**src/hdl/tacm_pkg.sv**
```systemverilog
// shared types, widths and helpers for the touch calibration map
package tacm_pkg;

  // coordinate field width inside a calibration register
  localparam int COORD_BITS = 12;

  // register file
  localparam int REG_W    = 24;
  localparam int NUM_REGS = 6;
  localparam int DATA_W   = 32;
  localparam int ADDR_W   = $clog2(NUM_REGS) + 2;
  localparam int IDX_W    = ADDR_W - 2;

  // sample and result fields
  localparam int RAW_W = 12;
  localparam int OUT_W = 16;

  // arithmetic widths
  localparam int DIFF_W  = COORD_BITS + 1;
  localparam int DET_W   = 2 * COORD_BITS + 3;
  localparam int MIN_W   = 2 * COORD_BITS + 1;
  localparam int PROD_W  = DIFF_W + MIN_W;
  localparam int N3_W    = 3 * COORD_BITS + 4;
  localparam int SPROD_W = DET_W + RAW_W + 1;
  localparam int NUM_W   = ((SPROD_W > N3_W) ? SPROD_W : N3_W) + 2;

  // divider layout
  localparam int QBITS           = OUT_W;
  localparam int STEPS_PER_STAGE = 2;
  localparam int DIV_STAGES      = QBITS / STEPS_PER_STAGE;
  localparam int HI_W            = NUM_W - QBITS;
  localparam int CMP_W           = (HI_W > DET_W) ? HI_W : DET_W;

  // clamp bounds of a result coordinate
  localparam logic [OUT_W-1:0] SCREEN_MAX = {1'b0, {(OUT_W-1){1'b1}}};
  localparam logic [OUT_W-1:0] SCREEN_MIN = {1'b1, {(OUT_W-1){1'b0}}};

  // register indexes
  typedef enum logic [IDX_W-1:0] {
    REG_PANEL_ONE,
    REG_PANEL_TWO,
    REG_PANEL_THREE,
    REG_TOUCH_ONE,
    REG_TOUCH_TWO,
    REG_TOUCH_THREE
  } reg_idx_t;

  typedef logic [NUM_REGS-1:0][REG_W-1:0] cfg_regs_t;

  // identity map after reset
  localparam cfg_regs_t CFG_RESET = {
    REG_W'(16773120), REG_W'(4095), REG_W'(0),
    REG_W'(16773120), REG_W'(4095), REG_W'(0)
  };

  typedef struct packed {
    logic [RAW_W-1:0] raw_x;
    logic [RAW_W-1:0] raw_y;
  } in_req_t;

  typedef struct packed {
    logic signed [OUT_W-1:0] screen_x;
    logic signed [OUT_W-1:0] screen_y;
    logic                    degenerate;
    logic                    saturated;
  } out_req_t;

  // per-lane coefficients, lane 0 is x and lane 1 is y
  typedef struct packed {
    logic [1:0][DET_W-1:0] n1;
    logic [1:0][DET_W-1:0] n2;
    logic [1:0][N3_W-1:0]  n3;
    logic [DET_W-1:0]      det_mag;
    logic                  det_neg;
    logic                  det_zero;
  } coef_t;

  function automatic logic [COORD_BITS-1:0] coord_x(input logic [REG_W-1:0] r);
    return r[COORD_BITS-1:0];
  endfunction

  function automatic logic [COORD_BITS-1:0] coord_y(input logic [REG_W-1:0] r);
    logic [REG_W-1:0] s;
    s = r >> COORD_BITS;
    return s[COORD_BITS-1:0];
  endfunction

endpackage

```
**src/hdl/tacm_regs.sv**
```systemverilog
// calibration register file behind the apb port
module tacm_regs (
  input  logic                         clk,
  input  logic                         rst,
  input  logic                         psel,
  input  logic                         penable,
  input  logic                         pwrite,
  input  logic [tacm_pkg::ADDR_W-1:0]  paddr,
  input  logic [tacm_pkg::DATA_W-1:0]  pwdata,
  output logic [tacm_pkg::DATA_W-1:0]  prdata,
  output logic                         pready,
  output tacm_pkg::cfg_regs_t          cfg,
  output logic                         cfg_write
);
  import tacm_pkg::*;

  logic [IDX_W-1:0] idx;
  logic             wr;

  assign idx       = paddr[ADDR_W-1:2];
  assign wr        = psel && penable && pwrite;
  assign pready    = 1'b1;
  // any write restarts the coefficient pass
  assign cfg_write = wr;

  // register write, unknown indexes ignored
  always_ff @(posedge clk) begin
    if (rst) begin
      cfg <= CFG_RESET;
    end else if (wr && (int'(idx) < NUM_REGS)) begin
      cfg[idx] <= pwdata[REG_W-1:0];
    end
  end

  // read back
  always_comb begin
    prdata = '0;
    if (int'(idx) < NUM_REGS) begin
      prdata = DATA_W'(cfg[idx]);
    end
  end

endmodule

```
**config.mk**
```make
export PLATFORM = sky130hd
export DESIGN_NAME = tacm_regs
export DESIGN_NICKNAME = d
export VERILOG_FILES = /design/src/hdl/tacm_pkg.sv /design/src/hdl/tacm_regs.sv
export SDC_FILE = /design/constraint.sdc
export NUM_CORES = 1
export LEC_CHECK = 0
export ABC_AREA = 1
export CAP_MARGIN = 10
export CELL_PAD_IN_SITES_DETAIL_PLACEMENT = 0
export CELL_PAD_IN_SITES_GLOBAL_PLACEMENT = 1
export CORE_MARGIN = 3
export CORE_UTILIZATION = 43
export CTS_CLUSTER_SIZE = 25
export DETAILED_ROUTE_END_ITERATION = 10
export DONT_BUFFER_PORTS = 1
export PLACE_DENSITY_LB_ADDON = 0.15
export SLEW_MARGIN = 25
export SYNTH_ARGS = -nofsm -noshare
export SYNTH_HDL_FRONTEND = slang
export SYNTH_SLANG_ARGS = --single-unit
```
**constraint.sdc**
```tcl
create_clock -name clk -period 2.1 [get_ports clk]
set_clock_uncertainty 0.05 [all_clocks]
set_input_delay 0.42 -clock clk [delete_from_list [all_inputs] [get_ports clk]]
set_output_delay 0.42 -clock clk [all_outputs]
set_load 0.01 [all_outputs]
```
==> results.sh <==
export IMPL_power_total_w=0.00643
export IMPL_drt_vias_per_instance=4.93
export IMPL_drt_pre_antenna_iters=5
export IMPL_pwr_share_clk=0.484
export IMPL_async_flop_share=0
export IMPL_antenna_left=0
export IMPL_clock_tree_buffer_depth=2
export IMPL_core_sq_um=15900
export IMPL_die_w_microns=134
export IMPL_io_buffers=0
export IMPL_cp_slowest_stage_delay_ps=420
export IMPL_final_nets=1158
export IMPL_tns_ps=0
export IMPL_yosys_register_bits=144
export IMPL_cts_tree="built"
export IMPL_synth_edf_count=0
export IMPL_crit_slowest_cell="dfxtp_1"
export IMPL_final_cell_mix="nand2_1, nor2_1, dfxtp_1, nand3_1, inv_1"
export IMPL_crit_chain="nand2_1 -> nand2_1 -> nand2_1 -> nand2_1 -> nand2_1 -> nand2_1"
export IMPL_start_util=0.440
export IMPL_placementRows=46
export IMPL_power_frac_comb=0.077
export IMPL_clk_pin_slew_ps=60
export IMPL_ctsHtreeMaxLevel=4
export IMPL_fillers=1753
export IMPL_postSynthAreaPerCell_sq_um=6.11
export IMPL_end_kind="primary output"
export IMPL_vias=6633
export IMPL_status="finished clean"
export IMPL_synth_warnings=0
export IMPL_post_route_period_util=0.878
export IMPL_rr_worst_depth=2
export IMPL_numCtsBuffers=17
export IMPL_final_common_cell="nand2_1"
export IMPL_p_seq_frac=0.439
export IMPL_rsz0062_at_grt="no"
export IMPL_antenna_found_initial=0
export IMPL_yosysSeqAreaShare=0.411
export IMPL_slew_violations=0
export IMPL_critPathKind="reg -> out"
export IMPL_cp_required_ps=1630
export IMPL_top_register="cfg"
export IMPL_hold_path_class="in -> reg"
export IMPL_hpwl_microns=16400
export IMPL_cts_hold_buffers=0
export IMPL_power_density_nw_per_um2=829
export IMPL_track_usage=0.260
export IMPL_largestRegisters="cfg (144)"
export IMPL_max_vdd_ir_drop_mv=0.555
export IMPL_largest_register_ffs=144
export IMPL_cts_root_buf="clkbuf_16"
export IMPL_worstMarginPinSlew_ps=527
export IMPL_synth_top_area_cell="dfxtp_1"
export IMPL_fmax_mhz=542
export IMPL_fin_crit_ps=1840
export IMPL_reg2reg_from="cfg[132]"
export IMPL_die_h_microns=134
export IMPL_worstSetupEndpoint="prdata[0]"
export IMPL_antenna_cells=0
export IMPL_cap_violations=0
export IMPL_swShare=0.250
export IMPL_drcViolationCount=0
export IMPL_start_kind="register"
export IMPL_gp_congestion=0.855
export IMPL_p_sw_w=0.00161
export IMPL_design_area_sq_um=7750
export IMPL_arrival_ps=1370
export IMPL_io_pins=220
export IMPL_crit_start="cfg[72]"
export IMPL_worstPathMaxFanout=3
export IMPL_cts_resized=0
export IMPL_drive_gt1_frac=0.0629
export IMPL_leakage_nw=3.71
export IMPL_final_hold_viol_count=0
export IMPL_grt_pass1_wl_microns=36100
export IMPL_die_area_sq_um=17900
export IMPL_clock_sinks=144
export IMPL_wl_per_cell_microns=17.5
export IMPL_gr_total_overflow=0
export IMPL_routed_wl_microns=23600
export IMPL_insertion_delay_ps=420
export IMPL_post_cts_setup_buffers=0
export IMPL_synthToLayoutAreaGrowth_pct=10.5
export IMPL_drt_initial_drc_count=588
export IMPL_postPlaceCellArea_sq_um=7160
export IMPL_r2r_end="cfg[132]"
export IMPL_syn_inst=1149
export IMPL_ys_types=18
export IMPL_dominantRegCellSynth="dfxtp_1"
export IMPL_grt_max_degree=81
export IMPL_synth_cell_area_sq_um=7020
export IMPL_reg2reg_slack_ps=1320
export IMPL_grt_pass1_vias=5889
export IMPL_cp_common_cell="nand2_1"
export IMPL_synth_top_area_frac=0.411
export IMPL_hold_ws_ps=71.1
export IMPL_p_int_w=0.00482
export IMPL_ys_top_cells_by_area="dfxtp_1, nand2_1, nor2_1"
export IMPL_maxSlewHeadroom=0.648
export IMPL_finalSetupViolations=0
stage by stage:
step,utilization,std cells,setup WS [ps]
2_1_floorplan,-,1156,231
3_3_place_gp,0.449,1313,262
3_5_place_dp,0.449,1313,230
4_1_cts,0.486,1345,243
5_1_grt,0.486,1345,124
6_report,0.486,1345,256
critical path: cells and delay by family, from the launching register on:
family           cells  cell delay (ps)
and+or+nand+nor      6              520
DFF                  1              420
how the worst min path moves through the flow:
| stage | to | cells after the start | start | slack [ps] |
|---|---|---|---|---|
| finish | cfg[35] | 2 | pwdata[11] | 70 |
| global route | cfg[66] | 2 | pwdata[18] | 60 |
| CTS | cfg[35] | 2 | pwdata[11] | 60 |
| detailed placement | cfg[33] | 2 | cfg[33] | 470 |
| global placement | cfg[27] | 2 | cfg[27] | 470 |
| floorplan | cfg[60] | 2 | cfg[60] | 450 |
final cells by class:
| class | instances | area [sq um] | share of cell area |
|---|---|---|---|
| Clock inverter | 11 | 138 | 0.0177 |
| Clock buffer | 21 | 460 | 0.0594 |
| Multi-Input combinational cell | 882 | 3570 | 0.461 |
| Sequential cell | 144 | 2880 | 0.372 |
| Tap cell | 216 | 270 | 0.0348 |
| Timing Repair Buffer | 23 | 248 | 0.0319 |
| Inverter | 48 | 184 | 0.0237 |
kinds of logic (layout without fill, tap and decap cells):
kind of cell | count (synthesis) | after routing | synth area share
AND/OR/NAND/NOR | 842 | 842 | 0.481
buffers and inverters | 130 | 103 | 0.0854
AO/OA/AOI/OAI | 31 | 31 | 0.0221
other | 2 | 9 | 0.00107
flip-flops | 144 | 144 | 0.411
synth_stat cells, types with 11 or more instances:
| cell type | number |
|---|---|
| a21oi_1 | 19 |
| buf_1 | 11 |
| buf_2 | 37 |
| buf_4 | 17 |
| clkbuf_1 | 17 |
| dfxtp_1 | 144 |
| inv_1 | 43 |
| nand2_1 | 501 |
| nand3_1 | 117 |
| nor2_1 | 213 |
| o21ai_0 | 12 |
per-layer routing:
| layer | wire (microns) | track usage | vias to the layer above |
|---|---|---|---|
| met5 | 0 | 0 | - |
| met4 | 335 | 0.0617 | 0 |
| met1 | 11800 | 0.400 | 2963 |
| met3 | 2090 | 0.0891 | 23 |
| met2 | 9360 | 0.345 | 226 |
| li1 | - | - | 3421 |
power groups by stage:
stage | sequential (W) | combinational, W | clock (W)
2_1_floorplan | 0.00287 | 0.000388 | 0
3_3_place_gp | 0.00288 | 0.000487 | 0
3_5_place_dp | 0.00288 | 0.000489 | 0
4_1_cts | 0.00282 | 0.000490 | 0.00315
5_1_grt | 0.00283 | 0.000553 | 0.00327
6_report | 0.00282 | 0.000495 | 0.00311
No activity file was read; power rests on OpenSTA's default activity.
