File: src/hdl/tacm_pkg.sv
// shared types, widths and helpers for the touch calibration map
package tacm_pkg;

  // coordinate field width inside a calibration register
  localparam int COORD_BITS = 12;

  // register file
  localparam int REG_W    = 24;
  localparam int NUM_REGS = 6;
  localparam int DATA_W   = 32;
  localparam int ADDR_W   = $clog2(NUM_REGS) + 2;
  localparam int IDX_W    = ADDR_W - 2;

  // sample and result fields
  localparam int RAW_W = 12;
  localparam int OUT_W = 16;

  // arithmetic widths
  localparam int DIFF_W  = COORD_BITS + 1;
  localparam int DET_W   = 2 * COORD_BITS + 3;
  localparam int MIN_W   = 2 * COORD_BITS + 1;
  localparam int PROD_W  = DIFF_W + MIN_W;
  localparam int N3_W    = 3 * COORD_BITS + 4;
  localparam int SPROD_W = DET_W + RAW_W + 1;
  localparam int NUM_W   = ((SPROD_W > N3_W) ? SPROD_W : N3_W) + 2;

  // divider layout
  localparam int QBITS           = OUT_W;
  localparam int STEPS_PER_STAGE = 2;
  localparam int DIV_STAGES      = QBITS / STEPS_PER_STAGE;
  localparam int HI_W            = NUM_W - QBITS;
  localparam int CMP_W           = (HI_W > DET_W) ? HI_W : DET_W;

  // clamp bounds of a result coordinate
  localparam logic [OUT_W-1:0] SCREEN_MAX = {1'b0, {(OUT_W-1){1'b1}}};
  localparam logic [OUT_W-1:0] SCREEN_MIN = {1'b1, {(OUT_W-1){1'b0}}};

  // register indexes
  typedef enum logic [IDX_W-1:0] {
    REG_PANEL_ONE,
    REG_PANEL_TWO,
    REG_PANEL_THREE,
    REG_TOUCH_ONE,
    REG_TOUCH_TWO,
    REG_TOUCH_THREE
  } reg_idx_t;

  typedef logic [NUM_REGS-1:0][REG_W-1:0] cfg_regs_t;

  // identity map after reset
  localparam cfg_regs_t CFG_RESET = {
    REG_W'(16773120), REG_W'(4095), REG_W'(0),
    REG_W'(16773120), REG_W'(4095), REG_W'(0)
  };

  typedef struct packed {
    logic [RAW_W-1:0] raw_x;
    logic [RAW_W-1:0] raw_y;
  } in_req_t;

  typedef struct packed {
    logic signed [OUT_W-1:0] screen_x;
    logic signed [OUT_W-1:0] screen_y;
    logic                    degenerate;
    logic                    saturated;
  } out_req_t;

  // per-lane coefficients, lane 0 is x and lane 1 is y
  typedef struct packed {
    logic [1:0][DET_W-1:0] n1;
    logic [1:0][DET_W-1:0] n2;
    logic [1:0][N3_W-1:0]  n3;
    logic [DET_W-1:0]      det_mag;
    logic                  det_neg;
    logic                  det_zero;
  } coef_t;

  function automatic logic [COORD_BITS-1:0] coord_x(input logic [REG_W-1:0] r);
    return r[COORD_BITS-1:0];
  endfunction

  function automatic logic [COORD_BITS-1:0] coord_y(input logic [REG_W-1:0] r);
    logic [REG_W-1:0] s;
    s = r >> COORD_BITS;
    return s[COORD_BITS-1:0];
  endfunction

endpackage

File: src/hdl/tacm_coef.sv
// coefficient engine: determinant and numerator terms on one shared multiplier
module tacm_coef (
  input  logic                clk,
  input  logic                rst,
  input  logic                start,
  input  tacm_pkg::cfg_regs_t cfg,
  output tacm_pkg::coef_t     coef,
  output logic                busy
);
  import tacm_pkg::*;

  localparam int NSTEPS = 22;
  localparam int STEP_W = $clog2(NSTEPS + 1);

  typedef enum logic [3:0] {
    A_D13X, A_D23X, A_TX1, A_TX2, A_TX3, A_PD13X, A_PD23X, A_PX1, A_PX2, A_PX3,
    A_PD13Y, A_PD23Y, A_PY1, A_PY2, A_PY3
  } a_sel_t;

  typedef enum logic [3:0] {
    B_D23Y, B_D13Y, B_D13X, B_D23X, B_TY1, B_TY2, B_TY3, B_M23, B_M13, B_M12
  } b_sel_t;

  typedef enum logic [3:0] {
    D_NONE, D_DET, D_M23, D_M13, D_M12, D_NX1, D_NX2, D_NX3, D_NY1, D_NY2, D_NY3
  } dest_t;

  typedef struct packed {
    logic  sub;
    logic  clr;
    dest_t dest;
  } acc_ctl_t;

  typedef struct packed {
    a_sel_t   a;
    b_sel_t   b;
    acc_ctl_t ctl;
  } step_t;

  function automatic step_t mk(input a_sel_t a, input b_sel_t b, input logic sub,
                               input logic clr, input dest_t dest);
    step_t s;
    s.a        = a;
    s.b        = b;
    s.ctl.sub  = sub;
    s.ctl.clr  = clr;
    s.ctl.dest = dest;
    return s;
  endfunction

  // microprogram: each entry is acc = (clr ? 0 : acc) +/- a*b
  function automatic step_t step_info(input logic [STEP_W-1:0] i);
    step_t s;
    unique case (i)
      STEP_W'(0):  s = mk(A_D13X,  B_D23Y, 1'b0, 1'b1, D_NONE);
      STEP_W'(1):  s = mk(A_D23X,  B_D13Y, 1'b1, 1'b0, D_DET);
      STEP_W'(2):  s = mk(A_TX2,   B_TY3,  1'b0, 1'b1, D_NONE);
      STEP_W'(3):  s = mk(A_TX3,   B_TY2,  1'b1, 1'b0, D_M23);
      STEP_W'(4):  s = mk(A_TX1,   B_TY3,  1'b0, 1'b1, D_NONE);
      STEP_W'(5):  s = mk(A_TX3,   B_TY1,  1'b1, 1'b0, D_M13);
      STEP_W'(6):  s = mk(A_TX1,   B_TY2,  1'b0, 1'b1, D_NONE);
      STEP_W'(7):  s = mk(A_TX2,   B_TY1,  1'b1, 1'b0, D_M12);
      STEP_W'(8):  s = mk(A_PD13X, B_D23Y, 1'b0, 1'b1, D_NONE);
      STEP_W'(9):  s = mk(A_PD23X, B_D13Y, 1'b1, 1'b0, D_NX1);
      STEP_W'(10): s = mk(A_PD23X, B_D13X, 1'b0, 1'b1, D_NONE);
      STEP_W'(11): s = mk(A_PD13X, B_D23X, 1'b1, 1'b0, D_NX2);
      STEP_W'(12): s = mk(A_PX1,   B_M23,  1'b0, 1'b1, D_NONE);
      STEP_W'(13): s = mk(A_PX2,   B_M13,  1'b1, 1'b0, D_NONE);
      STEP_W'(14): s = mk(A_PX3,   B_M12,  1'b0, 1'b0, D_NX3);
      STEP_W'(15): s = mk(A_PD13Y, B_D23Y, 1'b0, 1'b1, D_NONE);
      STEP_W'(16): s = mk(A_PD23Y, B_D13Y, 1'b1, 1'b0, D_NY1);
      STEP_W'(17): s = mk(A_PD23Y, B_D13X, 1'b0, 1'b1, D_NONE);
      STEP_W'(18): s = mk(A_PD13Y, B_D23X, 1'b1, 1'b0, D_NY2);
      STEP_W'(19): s = mk(A_PY1,   B_M23,  1'b0, 1'b1, D_NONE);
      STEP_W'(20): s = mk(A_PY2,   B_M13,  1'b1, 1'b0, D_NONE);
      STEP_W'(21): s = mk(A_PY3,   B_M12,  1'b0, 1'b0, D_NY3);
      default:     s = mk(A_D13X,  B_D23Y, 1'b0, 1'b0, D_NONE);
    endcase
    return s;
  endfunction

  function automatic logic signed [DIFF_W-1:0] sdiff(input logic [COORD_BITS-1:0] a,
                                                     input logic [COORD_BITS-1:0] b);
    return $signed({1'b0, a}) - $signed({1'b0, b});
  endfunction

  // sequencer
  logic [STEP_W-1:0] cnt;
  logic              run;
  logic              op_v;
  logic              pr_v;
  step_t             st;

  // operand, product and accumulator stages
  logic signed [DIFF_W-1:0] a_val, a_op;
  logic signed [MIN_W-1:0]  b_val, b_op;
  logic signed [PROD_W-1:0] prod;
  acc_ctl_t                 ctl1, ctl2;
  logic signed [N3_W-1:0]   acc, acc_next, pe, base;

  // results
  logic signed [DET_W-1:0] det, nx1, nx2, ny1, ny2;
  logic signed [MIN_W-1:0] m23, m13, m12;
  logic signed [N3_W-1:0]  nx3, ny3;
  logic [DET_W-1:0]        det_mag;
  logic                    det_neg, det_zero;

  // coordinates and differences
  logic [COORD_BITS-1:0]    tx1, tx2, tx3, ty1, ty2, ty3;
  logic [COORD_BITS-1:0]    px1, px2, px3, py1, py2, py3;
  logic signed [DIFF_W-1:0] d13x, d23x, d13y, d23y, pd13x, pd23x, pd13y, pd23y;

  always_comb begin
    tx1 = coord_x(cfg[REG_TOUCH_ONE]);
    ty1 = coord_y(cfg[REG_TOUCH_ONE]);
    tx2 = coord_x(cfg[REG_TOUCH_TWO]);
    ty2 = coord_y(cfg[REG_TOUCH_TWO]);
    tx3 = coord_x(cfg[REG_TOUCH_THREE]);
    ty3 = coord_y(cfg[REG_TOUCH_THREE]);
    px1 = coord_x(cfg[REG_PANEL_ONE]);
    py1 = coord_y(cfg[REG_PANEL_ONE]);
    px2 = coord_x(cfg[REG_PANEL_TWO]);
    py2 = coord_y(cfg[REG_PANEL_TWO]);
    px3 = coord_x(cfg[REG_PANEL_THREE]);
    py3 = coord_y(cfg[REG_PANEL_THREE]);
    d13x  = sdiff(tx1, tx3);
    d23x  = sdiff(tx2, tx3);
    d13y  = sdiff(ty1, ty3);
    d23y  = sdiff(ty2, ty3);
    pd13x = sdiff(px1, px3);
    pd23x = sdiff(px2, px3);
    pd13y = sdiff(py1, py3);
    pd23y = sdiff(py2, py3);
  end

  assign st = step_info(cnt);

  // operand select
  always_comb begin
    unique case (st.a)
      A_D13X:  a_val = d13x;
      A_D23X:  a_val = d23x;
      A_TX1:   a_val = $signed({1'b0, tx1});
      A_TX2:   a_val = $signed({1'b0, tx2});
      A_TX3:   a_val = $signed({1'b0, tx3});
      A_PD13X: a_val = pd13x;
      A_PD23X: a_val = pd23x;
      A_PX1:   a_val = $signed({1'b0, px1});
      A_PX2:   a_val = $signed({1'b0, px2});
      A_PX3:   a_val = $signed({1'b0, px3});
      A_PD13Y: a_val = pd13y;
      A_PD23Y: a_val = pd23y;
      A_PY1:   a_val = $signed({1'b0, py1});
      A_PY2:   a_val = $signed({1'b0, py2});
      A_PY3:   a_val = $signed({1'b0, py3});
      default: a_val = '0;
    endcase
    unique case (st.b)
      B_D23Y:  b_val = MIN_W'(d23y);
      B_D13Y:  b_val = MIN_W'(d13y);
      B_D13X:  b_val = MIN_W'(d13x);
      B_D23X:  b_val = MIN_W'(d23x);
      B_TY1:   b_val = $signed(MIN_W'({1'b0, ty1}));
      B_TY2:   b_val = $signed(MIN_W'({1'b0, ty2}));
      B_TY3:   b_val = $signed(MIN_W'({1'b0, ty3}));
      B_M23:   b_val = m23;
      B_M13:   b_val = m13;
      B_M12:   b_val = m12;
      default: b_val = '0;
    endcase
  end

  // accumulate
  always_comb begin
    pe       = N3_W'(prod);
    base     = ctl2.clr ? '0 : acc;
    acc_next = ctl2.sub ? (base - pe) : (base + pe);
  end

  // sequencer control, restarted by reset and by every register write
  always_ff @(posedge clk) begin
    if (rst) begin
      run  <= 1'b1;
      cnt  <= '0;
      op_v <= 1'b0;
      pr_v <= 1'b0;
    end else begin
      if (start) begin
        run <= 1'b1;
        cnt <= '0;
      end else if (run) begin
        cnt <= cnt + 1'b1;
        if (cnt == STEP_W'(NSTEPS - 1)) begin
          run <= 1'b0;
        end
      end
      op_v <= run;
      pr_v <= op_v;
    end
  end

  // datapath registers
  always_ff @(posedge clk) begin
    a_op <= a_val;
    b_op <= b_val;
    ctl1 <= st.ctl;
    prod <= a_op * b_op;
    ctl2 <= ctl1;
    if (pr_v) begin
      acc <= acc_next;
      unique case (ctl2.dest)
        D_DET:   det <= acc_next[DET_W-1:0];
        D_M23:   m23 <= acc_next[MIN_W-1:0];
        D_M13:   m13 <= acc_next[MIN_W-1:0];
        D_M12:   m12 <= acc_next[MIN_W-1:0];
        D_NX1:   nx1 <= acc_next[DET_W-1:0];
        D_NX2:   nx2 <= acc_next[DET_W-1:0];
        D_NX3:   nx3 <= acc_next;
        D_NY1:   ny1 <= acc_next[DET_W-1:0];
        D_NY2:   ny2 <= acc_next[DET_W-1:0];
        D_NY3:   ny3 <= acc_next;
        default: ;
      endcase
    end
    // divisor magnitude and sign for the sample pipeline
    det_neg  <= det[DET_W-1];
    det_zero <= (det == '0);
    det_mag  <= det[DET_W-1] ? DET_W'(-det) : DET_W'(det);
  end

  assign busy = run || op_v || pr_v;

  always_comb begin
    coef.n1[0]   = nx1;
    coef.n1[1]   = ny1;
    coef.n2[0]   = nx2;
    coef.n2[1]   = ny2;
    coef.n3[0]   = nx3;
    coef.n3[1]   = ny3;
    coef.det_mag = det_mag;
    coef.det_neg = det_neg;
    coef.det_zero = det_zero;
  end

endmodule

File: config.mk
export PLATFORM = sky130hd
export DESIGN_NAME = tacm_coef
export DESIGN_NICKNAME = d
export VERILOG_FILES = /design/src/hdl/tacm_pkg.sv /design/src/hdl/tacm_coef.sv
export SDC_FILE = /design/constraint.sdc
export NUM_CORES = 2
export LEC_CHECK = 0
export ABC_CLOCK_PERIOD_IN_PS = 14850
export BUFFER_PORTS_ARGS = -buffer_cell sky130_fd_sc_hd__buf_4
export CAP_MARGIN = 0
export CELL_PAD_IN_SITES_DETAIL_PLACEMENT = 2
export CELL_PAD_IN_SITES_GLOBAL_PLACEMENT = 2
export CORE_MARGIN = 5
export CORE_UTILIZATION = 36
export DETAILED_ROUTE_END_ITERATION = 12
export PLACE_DENSITY = 0.87
export REMOVE_ABC_BUFFERS = 1
export SLEW_MARGIN = 20
export SYNTH_ARGS = -nofsm -noshare
export SYNTH_HDL_FRONTEND = slang
export SYNTH_SLANG_ARGS = --single-unit
File: constraint.sdc
create_clock -name clk -period 14.85 [get_ports clk]
set_input_delay 2.97 -clock clk [delete_from_list [all_inputs] [get_ports clk]]
set_output_delay 2.97 -clock clk [all_outputs]
set_load 0.005 [all_outputs]
==> results list <==
* Number of buffers inserted during clock tree synthesis: 49
- Count of filler cells inserted in the layout: 9,369
* GR Util All Layers: between 20 and 30%
* Worst setup slack before clock tree synthesis: ~7.5 ns
- Setup repair after global routing missed its margin: no
- Summed over all instances, the cell type with the most area after synthesis is sky130_fd_sc_hd__edfxtp_1.
- The synthesized netlist occupies a cell area of ~0.033 sq mm.
- Setup slack of the critical path after layout: about 6.8 ns
* Asr flop ratio synth: 0%
- Measured against its own limit, the worst slew margin works out to between 10% and 20%.
* Area of the core: 0.09125 sq mm
- Worst-margin pin slew: ~1.2 ns
- The count of nets left with antenna violations once routing finished came out at 0.
- Input/output buffers: around 360
- Number of buffers inserted by post-CTS setup repair: 0
* Synthesized area divided by synthesized cell count: between 10 and 15 sq um
- Final number of setup-violating endpoints: 0
- DR pass1 iterations: 6
* Proportion of layout cells with a drive suffix above 1: 16.03%
- Critical-path cell list: and2_1, fa_1, inv_1, fa_1, inv_1, fa_1, fa_1, fa_1, fa_1, ha_1, and3_1, o21ai_0, o211ai_1, nor3_1, nor3_1, o41ai_1, o21ai_0, a31oi_1, xnor2_1
- Placed cells: 4,556
* Critical path's most frequent cell: sky130_fd_sc_hd__fa_1
- The clock period could shrink to 8.026 ns.
- The floorplan step set the die height to between 300 and 400 microns.
* Library cells used by synthesis: 73
* Vias after detailed routing: ~28,000
- Sequential-to-total area share from yosys stat: 38.49%
- WL final: about 150 mm
- Fraction of post-synthesis cell area in the top cell type by area: between 30 and 40%
- Category of the most critical setup path: flip-flop to flip-flop
- Crit path largest cell delay: about 1.1 ns
- Largest net degree at the start of global routing: 45
- For the final routed database, the setup TNS stands at 0 ns.
- Number of clock sinks seen by CTS: approximately 470
* CP max stage cell: sky130_fd_sc_hd__dfxtp_1
- Max Buffers Root-to-Sink: 3
* Crit. End Element: flip-flop
- Reg clk slew, reported paths: about 0.070 ns
- At the end of the flow the core is filled with cells to a little over two fifths.
- Wire length of the first global-routing pass: between 200 and 250 mm
* Ports placed on the boundary: 365
- The cell family contributing the most delay on the critical path is adder cells.
- STA classifies the critical path startpoint as a flip-flop.
- The number of endpoints with negative hold slack in the final report was 0.
* Post-route insts no fill: between 4,000 and 5,000
- The die is ~310 microns wide.
- Worst path arrival time: 8.50 ns
- Critical-path maximum fanout: 25
- Between clock sinks in the finished design, the worst skew comes to between 0.05 and 0.06 ns.
* GRT overflow: 0
* Wire per inst: about 32 microns
- Detailed router's first-iteration violation count: 2,673
- The wire-length estimate of the detail-placed layout is 105.2 mm.
- Once the floorplan was initialized, standard cells occupied about 36% of the core.
- Fmax: between 100 and 150 MHz
- Count of standard-cell rows: 111
- Clock tree root buffer cell: sky130_fd_sc_hd__clkbuf_16
- Deepest level of the CTS H-tree: 2
- The number of global-route vias before repair was 31,860.
* Worst hold path type: flip-flop to flip-flop
- By area the synthesized netlist is led by sky130_fd_sc_hd__edfxtp_1 30%, sky130_fd_sc_hd__fa_1 18%, sky130_fd_sc_hd__dfxtp_1 8.4%, sky130_fd_sc_hd__ha_1 8.0%, sky130_fd_sc_hd__inv_1 3.8%.
- The final layout contains about 4,100 nets.
- Number of standard cells after synthesis: 3,071
* CTS Hold Bufs: 0
- Yosys mapped a number of flops with a built-in enable equal to 330.
- Antenna violations before repair: 9
- Relative to the synthesized area, the layout overhead comes to 17.98%.
* Total die area: a little under 0.1 sq mm
* Main flop type after synthesis: sky130_fd_sc_hd__edfxtp_1
- Outcome: finished, final reports clean
- The final max-slew violation count was 0.
- WP data required: 15.33 ns
* Number of vias per cell after detailed routing: about 6
- Clock tree from TritonCTS: done
* Remaining design rule violation count: 0
- Clock latency at the later pin of the worst-skew pair: about 0.64 ns
- In this run, synthesis produced a sequential element count of approximately 470.
* Routability cong.: 0.9003
* # resized after CTS: 0
* Final worst-path cycle share: approximately 54%
* Critical path buffers and inverters: 2
- Synthesis Warnings: 0
- The tool flagged a number of max-cap violations equal to 0.
[routing by layer]
metal	wire length (microns)	track usage (%)	vias up
li1	-	-	11280
met1	52530	32.92	14300
met2	77390	53.74	1696
met3	9545	4.417	668
met4	11340	17.97	2
met5	18	0	-
[synthesized netlist by cell type, drive strengths merged (10+ instances only)]
library cell,instances
nand3,44
o21ai,93
fa,301
nand2,293
nor2b,58
xor2,46
a21o,36
edfxtp,330
mux2,22
o31ai,12
or3,18
a211oi,19
ha,211
a221oi,22
inv,337
nor2,178
nand4,10
a31oi,17
a21oi,127
o211ai,11
nor4,12
o21a,24
and3,17
o21bai,23
clkbuf,110
a22o,11
and2,119
a222oi,25
xnor2,143
nand2b,36
o22ai,13
a22oi,58
nor3,54
dfxtp,139
[worst register-to-register path, cell delays in order, from the launching register on]
cell and delay, ns:
sky130_fd_sc_hd__dfxtp_1 1.09, sky130_fd_sc_hd__and2_1 0.27, sky130_fd_sc_hd__fa_1 0.45, sky130_fd_sc_hd__inv_1 0.14, sky130_fd_sc_hd__fa_1 0.46, sky130_fd_sc_hd__inv_1 0.15, sky130_fd_sc_hd__fa_1 0.53, sky130_fd_sc_hd__fa_1 0.61
sky130_fd_sc_hd__fa_1 0.50, sky130_fd_sc_hd__fa_1 0.47, sky130_fd_sc_hd__ha_1 0.45, sky130_fd_sc_hd__and3_1 0.21, sky130_fd_sc_hd__o21ai_0 0.23, sky130_fd_sc_hd__o211ai_1 0.31, sky130_fd_sc_hd__nor3_1 0.67, sky130_fd_sc_hd__nor3_1 0.21
sky130_fd_sc_hd__o41ai_1 0.64, sky130_fd_sc_hd__o21ai_0 0.18, sky130_fd_sc_hd__a31oi_1 0.23, sky130_fd_sc_hd__xnor2_1 0.08
[per-stage QoR]
stage	hold WS [ns]	instance area, sq um
after global placement	0.3098	37200
after detailed placement	0.3143	37200
final	0.3382	38900
after CTS	0.3382	38830
after floorplan	0.3096	32550
after global routing	0.3464	38900
[area by class of cell]
type	instances	area (sq um)	area share [%]
Clock buffer	72	1404	3.608
Inverter	338	1269	3.261
Tap cell	1186	1484	3.814
Multi-Input combinational cell	2151	18730	48.14
Clock inverter	20	219.0	0.5628
Sequential cell	469	12700	32.63
Timing Repair Buffer	412	3093	7.950
Antenna cell	5	12.51	0.03216
[registers in the layout, summed over array words and instances, names as in the netlist, 13 cells and up]
| register | flops |
|---|---|
| a_op | 13 |
| acc | 40 |
| b_op | 25 |
| det | 27 |
| det_mag | 27 |
| m12 | 25 |
| m13 | 25 |
| m23 | 25 |
| nx1 | 27 |
| nx2 | 27 |
| nx3 | 40 |
| ny1 | 27 |
| ny2 | 27 |
| ny3 | 40 |
| prod | 38 |
| st | 14 |
[logic make-up after synthesis]
family | after synthesis | synth area share [%]
AND/OR/NAND/NOR | 871 | 12.78
AO/OA/AOI/OAI | 553 | 11.41
adder cells (fa/ha/maj) | 512 | 26.28
flip-flops | 469 | 38.49
buffers and inverters | 451 | 5.156
XOR/XNOR | 189 | 5.020
multiplexers | 26 | 0.8727
[path summary, 6_finish.rpt]
check | from | slack, ns | depth (start not counted) | to
min | ctl1[5] | 0.34 | 0 | ctl2[5]
min reg2reg | ctl1[5] | 0.34 | 0 | ctl2[5]
max | a_op[3] | 6.82 | 19 | prod[37]
max reg2reg | a_op[3] | 6.82 | 19 | prod[37]
[placed cells by master (no fill, tap or decap), types with 126 or more instances in the layout]
cell                       netlist  layout
sky130_fd_sc_hd__ha_1          211     211
sky130_fd_sc_hd__inv_1         337     337
sky130_fd_sc_hd__a21oi_1       127     126
sky130_fd_sc_hd__nand2_1       293     293
sky130_fd_sc_hd__dfxtp_1       139     136
sky130_fd_sc_hd__xnor2_1       143     137
sky130_fd_sc_hd__buf_4           2     412
sky130_fd_sc_hd__nor2_1        178     169
sky130_fd_sc_hd__fa_1          301     301
sky130_fd_sc_hd__edfxtp_1      330     330
Power is left out: the tool's default activity adds up to more than one toggle a clock period on the data nets, which glitch-free logic cannot reach.
